### config.mk
export PLATFORM = sky130hd
export DESIGN_NAME = mov_embedding_degree_check
export DESIGN_NICKNAME = d
export VERILOG_FILES = /design/src/mov_edc_pkg.sv /design/src/mov_embedding_degree_check.sv
export SDC_FILE = /design/constraint.sdc
export NUM_CORES = 2
export LEC_CHECK = 0
export BUFFER_PORTS_ARGS = -buffer_cell sky130_fd_sc_hd__buf_2
export CAP_MARGIN = 20
export CORE_MARGIN = 1.5
export CORE_UTILIZATION = 55
export CTS_CLUSTER_DIAMETER = 30
export DETAILED_ROUTE_END_ITERATION = 7
export PLACE_DENSITY = 0.74
export REMOVE_ABC_BUFFERS = 1
export SLEW_MARGIN = 0
export SYNTH_ARGS = -nofsm -noshare
export SYNTH_HDL_FRONTEND = slang
export SYNTH_SLANG_ARGS = --single-unit
### constraint.sdc
create_clock -name clk -period 30.2 [get_ports clk]
set_input_delay 0 -clock clk [delete_from_list [all_inputs] [get_ports clk]]
set_output_delay 0 -clock clk [all_outputs]
set_load 0.03 [all_outputs]
### src/mov_edc_pkg.sv
// shared constants for the mov embedding degree check
`timescale 1ns / 1ps
package mov_edc_pkg;

  // fixed field widths of the stream items
  localparam int IDX_W    = 3;
  localparam int FIELD_W  = 64;
  localparam int IN_BITS  = IDX_W + 2 * FIELD_W;
  localparam int IN_BYTES = (IN_BITS + 7) / 8;
  localparam int IN_W     = IN_BYTES * 8;
  localparam int OUT_W    = 8;

  // configuration register indexes
  localparam int CFG_IDX_W = 1;
  localparam logic [CFG_IDX_W-1:0] REG_WORD_COUNT  = 1'd0;
  localparam logic [CFG_IDX_W-1:0] REG_POWER_LIMIT = 1'd1;
  localparam int CFG_DATA_W = 8;

  // reset values of the registers
  localparam logic [3:0] WORD_COUNT_RST  = 4'd4;
  localparam logic [7:0] POWER_LIMIT_RST = 8'd50;

endpackage

### src/mov_embedding_degree_check.sv
// top level of the mov embedding degree check
//
//  channel   dir  handshake            payload
//  s_axis    in   s_tvalid/s_tready    s_tdata: word_index, order_word, prime_word
//  m_axis    out  m_tvalid/m_tready    m_tdata: condition_met, bad_modulus
//  cfg       in   cfg_we               cfg_index, cfg_data
//
// Load items are taken only while idle; the item with the last index starts the check.
// All state sits in word-wide memories worked one word per cycle, a pass covering the
// n words. Each bit takes a shift pass, a subtract pass on overflow or when the result
// reaches the modulus, and in products an add pass with its own subtract pass: one to
// four passes per bit. Up to power_limit powers of p (at least one) are checked, the
// first by the reduction of p (one or two passes per bit); a zero modulus takes one pass.
// rst clears control and configuration registers only. A result waits in the output
// register; the next load item is still taken; the next check stalls only at its end.
`timescale 1ns / 1ps
module mov_embedding_degree_check #(
  parameter int MAX_WORDS = 8,
  parameter int WORD_BITS = 64
) (
  input  logic                           clk,
  input  logic                           rst,
  // word_index [2:0], order_word [66:3], prime_word [130:67]
  input  logic [mov_edc_pkg::IN_W-1:0]   s_tdata,
  input  logic                           s_tvalid,
  output logic                           s_tready,
  // condition_met [0], bad_modulus [1]
  output logic [mov_edc_pkg::OUT_W-1:0]  m_tdata,
  output logic                           m_tvalid,
  input  logic                           m_tready,
  input  logic                           cfg_we,
  input  logic [mov_edc_pkg::CFG_IDX_W-1:0]  cfg_index,
  input  logic [mov_edc_pkg::CFG_DATA_W-1:0] cfg_data
);

  localparam int IW = (MAX_WORDS > 1) ? $clog2(MAX_WORDS) : 1;
  localparam int CW = $clog2(MAX_WORDS + 1);
  localparam int BW = $clog2(WORD_BITS);
  localparam int W  = WORD_BITS;

  // controller states
  localparam logic [1:0] ST_IDLE  = 2'd0;
  localparam logic [1:0] ST_FETCH = 2'd1;
  localparam logic [1:0] ST_PASS  = 2'd2;
  localparam logic [1:0] ST_FIN   = 2'd3;

  // word-serial pass kinds
  localparam logic [2:0] OP_ZCHK  = 3'd0;
  localparam logic [2:0] OP_CLR   = 3'd1;
  localparam logic [2:0] OP_SHL   = 3'd2;
  localparam logic [2:0] OP_SUB_S = 3'd3;
  localparam logic [2:0] OP_ADD   = 3'd4;
  localparam logic [2:0] OP_SUB_A = 3'd5;
  localparam logic [2:0] OP_COPY  = 3'd6;

  // memories
  logic [W-1:0] ord_mem [MAX_WORDS];
  logic [W-1:0] pri_mem [MAX_WORDS];
  logic [W-1:0] res_mem [MAX_WORDS];
  logic [W-1:0] pow_mem [MAX_WORDS];
  logic [W-1:0] acc_mem [MAX_WORDS];
  logic [W-1:0] ord_rd, pri_rd, res_rd, pow_rd, acc_rd;

  // configuration
  logic [3:0] word_count;
  logic [7:0] power_limit;

  // control
  logic [1:0]    state;
  logic [2:0]    op;
  logic [CW-1:0] cnt;
  logic [IW-1:0] wi;
  logic [BW-1:0] bj;
  logic          phase_mul;
  logic [W-1:0]  bword;
  logic [7:0]    exponent_count;
  logic          carry, ge, flag;
  logic          out_met, out_bad;
  logic          fin_met, fin_bad;

  // input fields
  logic [mov_edc_pkg::IDX_W-1:0]   word_index;
  logic [mov_edc_pkg::FIELD_W-1:0] order_word, prime_word;
  assign word_index = s_tdata[mov_edc_pkg::IDX_W-1:0];
  assign order_word = s_tdata[mov_edc_pkg::IDX_W +: mov_edc_pkg::FIELD_W];
  assign prime_word = s_tdata[mov_edc_pkg::IDX_W + mov_edc_pkg::FIELD_W +: mov_edc_pkg::FIELD_W];

  // effective word count and limit
  logic [7:0]    n_wide;
  logic [CW-1:0] n_eff;
  logic [7:0]    lim_eff;
  logic [7:0]    idx_wide;
  always_comb begin
    n_wide = 8'(word_count);
    if (n_wide == 8'd0) n_wide = 8'd1;
    if (n_wide > 8'(MAX_WORDS)) n_wide = 8'(MAX_WORDS);
    n_eff   = n_wide[CW-1:0];
    lim_eff = (power_limit == 8'd0) ? 8'd1 : power_limit;
    idx_wide = 8'(word_index);
  end

  logic accept, in_range, last_word;
  assign s_tready  = (state == ST_IDLE);
  assign accept    = s_tvalid && s_tready;
  assign in_range  = idx_wide < n_wide;
  assign last_word = idx_wide == (n_wide - 8'd1);

  // read address: the word index while fetching bits, else the pass counter
  logic [IW-1:0] rd_idx;
  logic [IW-1:0] wr_idx;
  assign rd_idx = (state == ST_FETCH) ? wi : cnt[IW-1:0];
  assign wr_idx = IW'(cnt - CW'(1));

  // word processing of the current pass
  logic          first, proc, pass_end;
  logic          cin, ge_prev, flag_prev;
  logic [W-1:0]  rword;
  logic          cout, ge_new, flag_new;
  logic [W:0]    wide;
  logic          curbit;
  logic          need_sub;
  always_comb begin
    first     = (cnt == CW'(1));
    proc      = (state == ST_PASS) && (cnt != '0);
    pass_end  = (state == ST_PASS) && (cnt == n_eff);
    curbit    = bword[bj];
    ge_prev   = first ? 1'b1 : ge;
    flag_prev = first ? 1'b1 : flag;
    cin       = first ? ((op == OP_SHL) && !phase_mul && curbit) : carry;
    rword     = acc_rd;
    cout      = 1'b0;
    wide      = '0;
    flag_new  = flag_prev;
    case (op)
      OP_ZCHK: flag_new = flag_prev && (ord_rd == '0);
      OP_CLR:  rword = '0;
      OP_SHL: begin
        rword = {acc_rd[W-2:0], cin};
        cout  = acc_rd[W-1];
      end
      OP_ADD: begin
        wide  = {1'b0, acc_rd} + {1'b0, res_rd} + (W+1)'(cin);
        rword = wide[W-1:0];
        cout  = wide[W];
      end
      OP_SUB_S, OP_SUB_A: begin
        wide  = {1'b0, acc_rd} - {1'b0, ord_rd} - (W+1)'(cin);
        rword = wide[W-1:0];
        cout  = wide[W];
      end
      OP_COPY: flag_new = flag_prev && (acc_rd == (first ? W'(1) : W'(0)));
      default: rword = acc_rd;
    endcase
    ge_new   = (rword > ord_rd) || ((rword == ord_rd) && ge_prev);
    need_sub = cout || ge_new;
  end

  // memory ports
  always_ff @(posedge clk) begin
    if (accept && in_range) begin
      ord_mem[idx_wide[IW-1:0]] <= order_word[W-1:0];
      pri_mem[idx_wide[IW-1:0]] <= prime_word[W-1:0];
    end
    if (proc && op != OP_ZCHK && op != OP_COPY) acc_mem[wr_idx] <= rword;
    if (proc && op == OP_COPY) begin
      pow_mem[wr_idx] <= acc_rd;
      if (!phase_mul) res_mem[wr_idx] <= acc_rd;
    end
    ord_rd <= ord_mem[rd_idx];
    pri_rd <= pri_mem[rd_idx];
    res_rd <= res_mem[rd_idx];
    pow_rd <= pow_mem[rd_idx];
    acc_rd <= acc_mem[rd_idx];
  end

  // configuration writes
  always_ff @(posedge clk) begin
    if (rst) begin
      word_count  <= mov_edc_pkg::WORD_COUNT_RST;
      power_limit <= mov_edc_pkg::POWER_LIMIT_RST;
    end else if (cfg_we) begin
      case (cfg_index)
        mov_edc_pkg::REG_WORD_COUNT:  word_count  <= cfg_data[3:0];
        mov_edc_pkg::REG_POWER_LIMIT: power_limit <= cfg_data;
        default: ;
      endcase
    end
  end

  // sequencer
  always_ff @(posedge clk) begin
    if (rst) begin
      state          <= ST_IDLE;
      op             <= OP_ZCHK;
      cnt            <= '0;
      wi             <= '0;
      bj             <= '0;
      phase_mul      <= 1'b0;
      exponent_count <= '0;
      carry          <= 1'b0;
      ge             <= 1'b0;
      flag           <= 1'b0;
      m_tvalid       <= 1'b0;
      out_met        <= 1'b0;
      out_bad        <= 1'b0;
      fin_met        <= 1'b0;
      fin_bad        <= 1'b0;
    end else begin
      if (m_tvalid && m_tready && state != ST_FIN) m_tvalid <= 1'b0;
      if (proc) begin
        carry <= cout;
        ge    <= ge_new;
        flag  <= flag_new;
      end
      case (state)
        ST_IDLE: begin
          if (accept && in_range && last_word) begin
            state <= ST_PASS;
            op    <= OP_ZCHK;
            cnt   <= '0;
          end
        end
        ST_FETCH: begin
          if (cnt == '0) begin
            cnt <= CW'(1);
          end else begin
            bword <= phase_mul ? pow_rd : pri_rd;
            state <= ST_PASS;
            op    <= OP_SHL;
            cnt   <= '0;
          end
        end
        ST_PASS: begin
          if (!pass_end) begin
            cnt <= cnt + CW'(1);
          end else begin
            cnt <= '0;
            case (op)
              OP_ZCHK: begin
                if (flag_new) begin
                  fin_met        <= 1'b0;
                  fin_bad        <= 1'b1;
                  exponent_count <= '0;
                  state          <= ST_FIN;
                end else begin
                  phase_mul      <= 1'b0;
                  exponent_count <= 8'd1;
                  op             <= OP_CLR;
                end
              end
              OP_CLR: begin
                wi    <= IW'(n_eff - CW'(1));
                bj    <= BW'(W - 1);
                state <= ST_FETCH;
              end
              OP_COPY: begin
                if (flag_new || exponent_count >= lim_eff) begin
                  fin_met <= !flag_new;
                  fin_bad <= 1'b0;
                  state   <= ST_FIN;
                end else begin
                  exponent_count <= exponent_count + 8'd1;
                  phase_mul      <= 1'b1;
                  op             <= OP_CLR;
                end
              end
              default: begin
                // shift, add and their reductions
                if ((op == OP_SHL || op == OP_ADD) && need_sub) begin
                  op <= (op == OP_SHL) ? OP_SUB_S : OP_SUB_A;
                end else if ((op == OP_SHL || op == OP_SUB_S) && phase_mul && curbit) begin
                  op <= OP_ADD;
                end else if (bj != '0) begin
                  bj <= bj - BW'(1);
                  op <= OP_SHL;
                end else if (wi != '0) begin
                  wi    <= wi - IW'(1);
                  bj    <= BW'(W - 1);
                  state <= ST_FETCH;
                end else begin
                  op <= OP_COPY;
                end
              end
            endcase
          end
        end
        ST_FIN: begin
          // hand the verdict over once the output register is free
          if (!m_tvalid || m_tready) begin
            out_met  <= fin_met;
            out_bad  <= fin_bad;
            m_tvalid <= 1'b1;
            state    <= ST_IDLE;
          end
        end
        default: state <= ST_IDLE;
      endcase
    end
  end

  assign m_tdata = {6'd0, out_bad, out_met};

endmodule
* After elaboration in Yosys (flattened, before gate mapping)
Memories as Yosys holds them, arrays and structs flattened. A register that Yosys moved wholly into a read port is not among the register bits.
Cells that the tools add are included.
** Storage, ports and cells
- Register bits :: 111
- Input port bits :: 150
- Output and inout port bits :: 10
- Word-level logic and storage cells :: 211
- Memories kept :: 5
- RAM bits :: 2560
** Memories
- acc_mem :: words 8, bits a word 64, rd ports 1, clocked after Yosys merged registers in 1, write ports 1, RTL line mov_embedding_degree_check.sv:61 : logic [W-1:0] acc_mem [MAX_WORDS];
- ord_mem :: words 8, bits a word 64, rd ports 1, clocked after Yosys merged registers in 1, write ports 1, RTL line mov_embedding_degree_check.sv:57 : logic [W-1:0] ord_mem [MAX_WORDS];
- pow_mem :: words 8, bits a word 64, rd ports 1, clocked after Yosys merged registers in 1, write ports 1, RTL line mov_embedding_degree_check.sv:60 : logic [W-1:0] pow_mem [MAX_WORDS];
- pri_mem :: words 8, bits a word 64, rd ports 1, clocked after Yosys merged registers in 1, write ports 1, RTL line mov_embedding_degree_check.sv:58 : logic [W-1:0] pri_mem [MAX_WORDS];
- res_mem :: words 8, bits a word 64, rd ports 1, clocked after Yosys merged registers in 1, write ports 1, RTL line mov_embedding_degree_check.sv:59 : logic [W-1:0] res_mem [MAX_WORDS];
** Cells by class
- $add $sub $neg :: 11
- Reductions and logical operators :: 55
- $lt $le $gt $ge :: 5
- Bitwise logic cells :: 4
- Equality and inequality tests :: 37
- Muxes and demuxes :: 76
** Operator list (count)
- $pmux 64 s4 :: 1
- $add 64x64->65 :: 1
- $add 65x1->65 :: 1
- $sub 64x64->65 :: 1
- $sub 65x1->65 :: 1
- $eq 64x1->1 :: 1
- $eq 64x64->1 :: 1
- $gt 64x64->1 :: 1
- $logic_not 64->1 :: 1
- $mux 64 :: 1
- $mux 3 :: 15
- $mux 1 :: 25
- $mux 6 :: 4
- $mux 2 :: 10
- $logic_and 1x1->1 :: 18
- $pmux 3 s3 :: 2
- $mux 4 :: 4
- $mux 8 :: 2
- $ne 2x2->1 const B :: 8
- $pmux 8 s2 :: 1
- $ne 5x3->1 const B :: 3
- $ne 3x3->1 const B :: 4
- $pmux 4 s3 :: 1
- $pmux 6 s2 :: 1
- other kinds (47) :: 80

* Logic depth before layout (Yosys ltp)
- Depth in word-level cells :: 15
- Mapped depth :: 36
- Depth with buffers taken out :: 34

* Worst setup path before layout
No wires, ideal clock.
- Path type :: register to register
- Start :: register word_count[1]
- End :: memory ord_mem[6][0] in the netlist's numbering, enable pin
- Clock period less this slack :: 14.313 ns
- Slack :: 15.887 ns
- Stages on the path, launching flop included :: 9
- Arrival :: 13.383 ns
- Path buffers :: 0
- Required time :: 29.270 ns
- Library setup time :: 0.930 ns
- Cells stage by stage :: dfxtp_1 -> o21ba_2 -> or2_1 -> inv_1 -> ha_1 -> nor2b_1 -> o21ai_0 -> a21oi_1 -> nor4_1
** On the way
- Word-level cells in the longest chain between the ends :: 8
** Ends and longest elaborated chain
- start: declaration :: RTL line mov_embedding_degree_check.sv:65 : logic [3:0] word_count;
- start signal: assignment :: RTL line mov_embedding_degree_check.sv:179 : word_count <= mov_edc_pkg::WORD_COUNT_RST;
- start signal: assignment :: RTL line mov_embedding_degree_check.sv:183 : mov_edc_pkg::REG_WORD_COUNT: word_count <= cfg_data[3:0];
- $logic_not 4->1 :: RTL line mov_embedding_degree_check.sv:95 : if (n_wide == 8'd0) n_wide = 8'd1;
- $mux 4 * :: RTL line mov_embedding_degree_check.sv:95
- $gt 8x4->1 :: RTL line mov_embedding_degree_check.sv:96 : if (n_wide > 8'(MAX_WORDS)) n_wide = 8'(MAX_WORDS);
- $mux 4 * :: RTL line mov_embedding_degree_check.sv:96
- $lt 3x8->1 * :: RTL line mov_embedding_degree_check.sv:105 : assign in_range = idx_wide < n_wide;
- $logic_and 1x1->1 * :: RTL line mov_embedding_degree_check.sv:160 : if (accept && in_range) begin
- $mux 1 * :: RTL line mov_embedding_degree_check.sv:160
- $mux 1 (implied by the code) * :: RTL line mov_embedding_degree_check.sv:161 : ord_mem[idx_wide[IW-1:0]] <= order_word[W-1:0];
- end: declaration :: RTL line mov_embedding_degree_check.sv:57
Every way passes the cells marked *; elsewhere a longest branch is shown, timed or not.

* Worst setup path after layout
- Start :: register bj[1]
- End :: register wi[1]
** On the way
- Word-level cells in the longest chain between the ends :: 13
- Elaborated cells on any way between the ends :: 20
- Classes of those cells :: add/sub: 2; order compare: 1; eq/ne: 4; mux: 5; reduce/logical: 8
** Ends and longest elaborated chain
- start: declaration :: RTL line mov_embedding_degree_check.sv:73 : logic [BW-1:0] bj;
- start signal: assignment :: RTL line mov_embedding_degree_check.sv:253 : bj <= BW'(W - 1);
- start signal: assignment :: RTL line mov_embedding_degree_check.sv:274 : bj <= bj - BW'(1);
- start signal: assignment :: RTL line mov_embedding_degree_check.sv:278 : bj <= BW'(W - 1);
- $bmux 1 s6 * :: RTL line mov_embedding_degree_check.sv:126 : curbit = bword[bj];
- $mux 1 (implied by the code) * :: RTL line mov_embedding_degree_check.sv:126
- $logic_and 1x1->1 * :: RTL line mov_embedding_degree_check.sv:129 : cin = first ? ((op == OP_SHL) && !phase_mul && curbit) : carry;
- $mux 1 * :: RTL line mov_embedding_degree_check.sv:129
- $sub 65x1->65 or $add 65x1->65 (tied branches) :: RTL line mov_embedding_degree_check.sv:147, mov_embedding_degree_check.sv:142
- $pmux 64 s4 * :: RTL line mov_embedding_degree_check.sv:134 : case (op)
- via rword[26] :: RTL line mov_embedding_degree_check.sv:117 : logic [W-1:0] rword;
- branches (longest 2 deep; another with $gt 64x64->1)
- $logic_or 1x1->1 * :: RTL line mov_embedding_degree_check.sv:154 : ge_new = (rword > ord_rd) || ((rword == ord_rd) && ge_prev);
- $logic_or 1x1->1 * :: RTL line mov_embedding_degree_check.sv:155 : need_sub = cout || ge_new;
- $logic_and 1x1->1 * :: RTL line mov_embedding_degree_check.sv:269 : if ((op == OP_SHL || op == OP_ADD) && need_sub) begin
- $ne 2x1->1 (no source line) *
- $reduce_and 7->1 (no source line) *
- end signal: assignment :: RTL line mov_embedding_degree_check.sv:252 : wi <= IW'(n_eff - CW'(1));
- end signal: assignment :: RTL line mov_embedding_degree_check.sv:277 : wi <= wi - IW'(1);
- end: declaration :: RTL line mov_embedding_degree_check.sv:72 : logic [IW-1:0] wi;
Mark *: on every way through the listed nets, which the timed path passes. The select of a mux whose other input is x is not followed.
A chain may end at the register's enable or synchronous reset.

==> summary.txt <==
Route
  – Detailed Route WL: 311,700 um
  – DRT Pass-1 Iters: 8
  – Via count: 66,970
  – Initial DRC Count: between 7,000 and 8,000
  – Per-cell routed wire length: 29.26 um
  – Vias per inst: 6.286
  – DR DRC count: 5
  – Final ANT Viol Nets: 0

Worst setup path
  – Worst Setup End Kind: flop
  – Worst path slowest cell: nor4_1
  – Crit Path Category: flop to flop
  – Startpoint class of the critical path: flop
  – Top Family by Delay on Critical Path: compound AO/OA/AOI/OAI gates
  – WP buf/inv: 2
  – Critical Path AT: ~13,000 ps
  – RR Startpoint: bj[1]
  – RR Endpoint: wi[1]
  – R2R depth: 35
  – Max incr delay on CP: 1000 ps
  – Critical Path Most Common Cell: a21oi_1
  – Worst reg2reg setup slack: approximately 18,000 ps
  – CP required: just over 30,000 ps
  – Crit Path Max Fanout: 19

Synth
  – Synth cell count leaders: edfxtp_1, mux4_2, mux2_2, dfxtp_1, inv_1
  – Seq/Total Area, Yosys: between 70 and 80%
  – Post-synthesis simple-gate area fraction: approximately 2.9%
  – Most numerous cell in the Yosys netlist: edfxtp_1
  – Synth Area in Adders: under 10%
  – Top FF cell, synth: edfxtp_1
  – Dominant cells by area after synthesis: edfxtp_1, mux4_2, dfxtp_1
  – Distinct cell type count after synthesis: slightly below 90
  – Number of synthesized flops with an enable pin: 2,624
  – FFs w/ async S/R, synth: 0%
  – Synth Area in Compound Gates: 4.070%
  – Synth top area share: 65.00%
  – Syn avg cell area: 18.42 um^2
  – Multiplexer share of the synthesized area: between 10% and 20%
  – Cells after Synth: 6,579
  – #FFs+latches synth: 2,991
  – Syn Std Cell Area: approximately 0.12 mm^2
  – Dominant cell type by area after synthesis: edfxtp_1
  – YS warnings: 0
  – Main combinational cell family by area after synthesis: multiplexers
  – Post-Synth XOR/XNOR Area: 0.9104%

Min path
  – Hold depth: 4
  – Hold path start: rst
  – Worst hold path class: primary input to flop
  – Worst Hold End: cnt[0]

Floorplanning
  – Die Wd: between 400 and 500 um
  – Site Rows: approximately 170
  – IO Count: 160
  – DIE AREA: about 0.22 mm^2
  – Die Span Y: between 400 and 500 um
  – Starting Density: 55.28%
  – Core area: between 0.2 and 0.25 mm^2

Clock network
  – Total CTS buffers: about 470
  – CTS Root Cell: clkbuf_16
  – CTS Sinks: 2,991
  – CTS tree: yes
  – Clk_lat worst skew: approximately 1100 ps
  – Clock-pin slew on the worst setup and hold paths: ~50 ps
  – H-tree depth: 5
  – Deepest clock path buffer count: 4

Global route
  – Total track usage: 27.91%
  – Antenna violations before repair: 7
  – Vias in the first global route: ~70,000
  – First-pass GRT wire length: ~460,000 um
  – Pin count of the biggest net entering global routing: around 140
  – GRT overflow: 0

STA
  – Slew HR: a little over a fifth
  – Endpoints failing setup: 0
  – Post-route setup TNS: 0 ps
  – Fin. Hold Viols: 0
  – Unrepaired setup endpoints after global routing: no
  – Fin crit share: between 40% and 50%
  – Max Slew Vio Count: 0
  – Slew @ Worst Pin: around 1200 ps
  – Max Freq: around 82 MHz
  – Min Tclk post-route: between 10,000 and 15,000 ps
  – Clk_skew: between 150 and 200 ps

Finish
  – Design Area, Final: around 0.15 mm^2
  – Layout cells sized above 1: between 20% and 30%
  – Utilization after layout: 66.30%
  – Area Overhead vs Synth: 19.94%
  – Nets: 7,818

Status
  – Status: complete, but fails checks
  – Violated checks: design-rule violations

Run
  – Max-cap violations: 0

Pwr
  – Peak supply drop: 0.00006983 V
  – Leak: approximately 50 nW
  – Power density cells: between 70 and 80 mW/mm^2

Placement
  – Placed inst area: roughly 0.13 mm^2
  – Port buffer count: 148
  – Gp weighted congestion: 0.9557
  – Hpwl dp: 178,500 um
[cells in the final DEF (no fill, tap or decap), types with 155 or more instances in the layout]
master,instances
nor2_1,156
ha_1,278
nand2_1,201
a21oi_1,211
mux4_2,660
edfxtp_1,2624
mux2_2,387
clkbuf_16,473
buf_4,163
dfxtp_1,364
buf_2,155
dlygate4sd3_1,299
inv_1,324
[flip-flops by register name, summed over array words and instances (netlist names), 8 cells and up]
| signal | cells |
|---|---|
| res_mem | 512 |
| acc_mem | 512 |
| pow_rd | 64 |
| bword | 64 |
| pri_rd | 64 |
| res_rd | 64 |
| power_limit | 8 |
| pri_mem | 512 |
| exponent_count | 8 |
| ord_rd | 64 |
| pow_mem | 512 |
| ord_mem | 512 |
| acc_rd | 64 |
[cell type report]
cell class                      count  area, um^2
Clock buffer                      561       12420
Clock inverter                    300        3772
Antenna cell                        5       12.51
Sequential cell                  2991       86150
Multi-Input combinational cell   2963       32960
Tap cell                         2871        3592
Fill cell                       13620       73910
Inverter                          325        1220
Timing Repair Buffer              637        5263
[through the flow]
step | power [mW] | setup slack [ps] | cells | hold slack, ps
floorplan | 4.800 | -31800 | 6279 | 69.07
global placement | 4.835 | 18230 | 9462 | 254.6
detailed placement | 4.844 | 18150 | 9468 | 266.3
CTS | 10.29 | 17880 | 10630 | 3.079
global route | 10.50 | 17640 | 10650 | 95.23
finish | 10.26 | 18030 | 10650 | 89.27
[what timing repair did]
action | 4_1_cts | 5_1_grt
hold buffers | 299 | 0
setup endpoints to repair | 0 | 0
hold endpoints to repair | 1489 | 0
buffers inserted | 0 | 0
resized for setup | 0 | 0
[cells by family after synthesis]
kind of cell	after synthesis
buffers and inverters	630
xor gates and xnor gates	126
and+or+nand+nor	724
other	1
AOI/OAI and AO/OA	749
muxes	1074
adders and majority gates	284
DFF	2991
[how the worst max path moves through the flow]
stage / endpoint / slack [ps] / cells past startpoint / from
after detailed placement: wi[1] / 18150 / 35 / bj[1]
after floorplan: acc_rd[0] / -31800 / 5 / state[1]
after global placement: wi[2] / 18230 / 35 / bj[1]
after global routing: wi[1] / 17640 / 35 / bj[1]
after CTS: wi[2] / 17880 / 35 / bj[1]
final: wi[1] / 18030 / 35 / bj[1]
[power breakdown]
| group | switching (mW) | total [mW] | internal (mW) | leakage [nW] |
|---|---|---|---|---|
| sequential | 0.0221 | 4.54 | 4.52 | 26.7 |
| clock | 1.92 | 5.46 | 3.54 | 7.80 |
| combinational | 0.157 | 0.265 | 0.108 | 15.6 |
| total | 2.10 | 10.3 | 8.16 | 50.2 |
[tightest hold or removal path: stages]
cell and delay [ps]:
dlygate4sd3_1 530, buf_2 120, buf_4 260, nor2_1 150
[metal layers]
metal,vias up,part of all wire [%],global-route usage [%],wire length (um)
met1,34860,39,37.87,122600
met3,543,9.0,5.770,27940
met5,-,0.0090,0,28
met4,4,3.2,9.721,9840
li1,28270,-,-,-
met2,3288,49,45.22,151300
(Power assumes the default switching activity.)
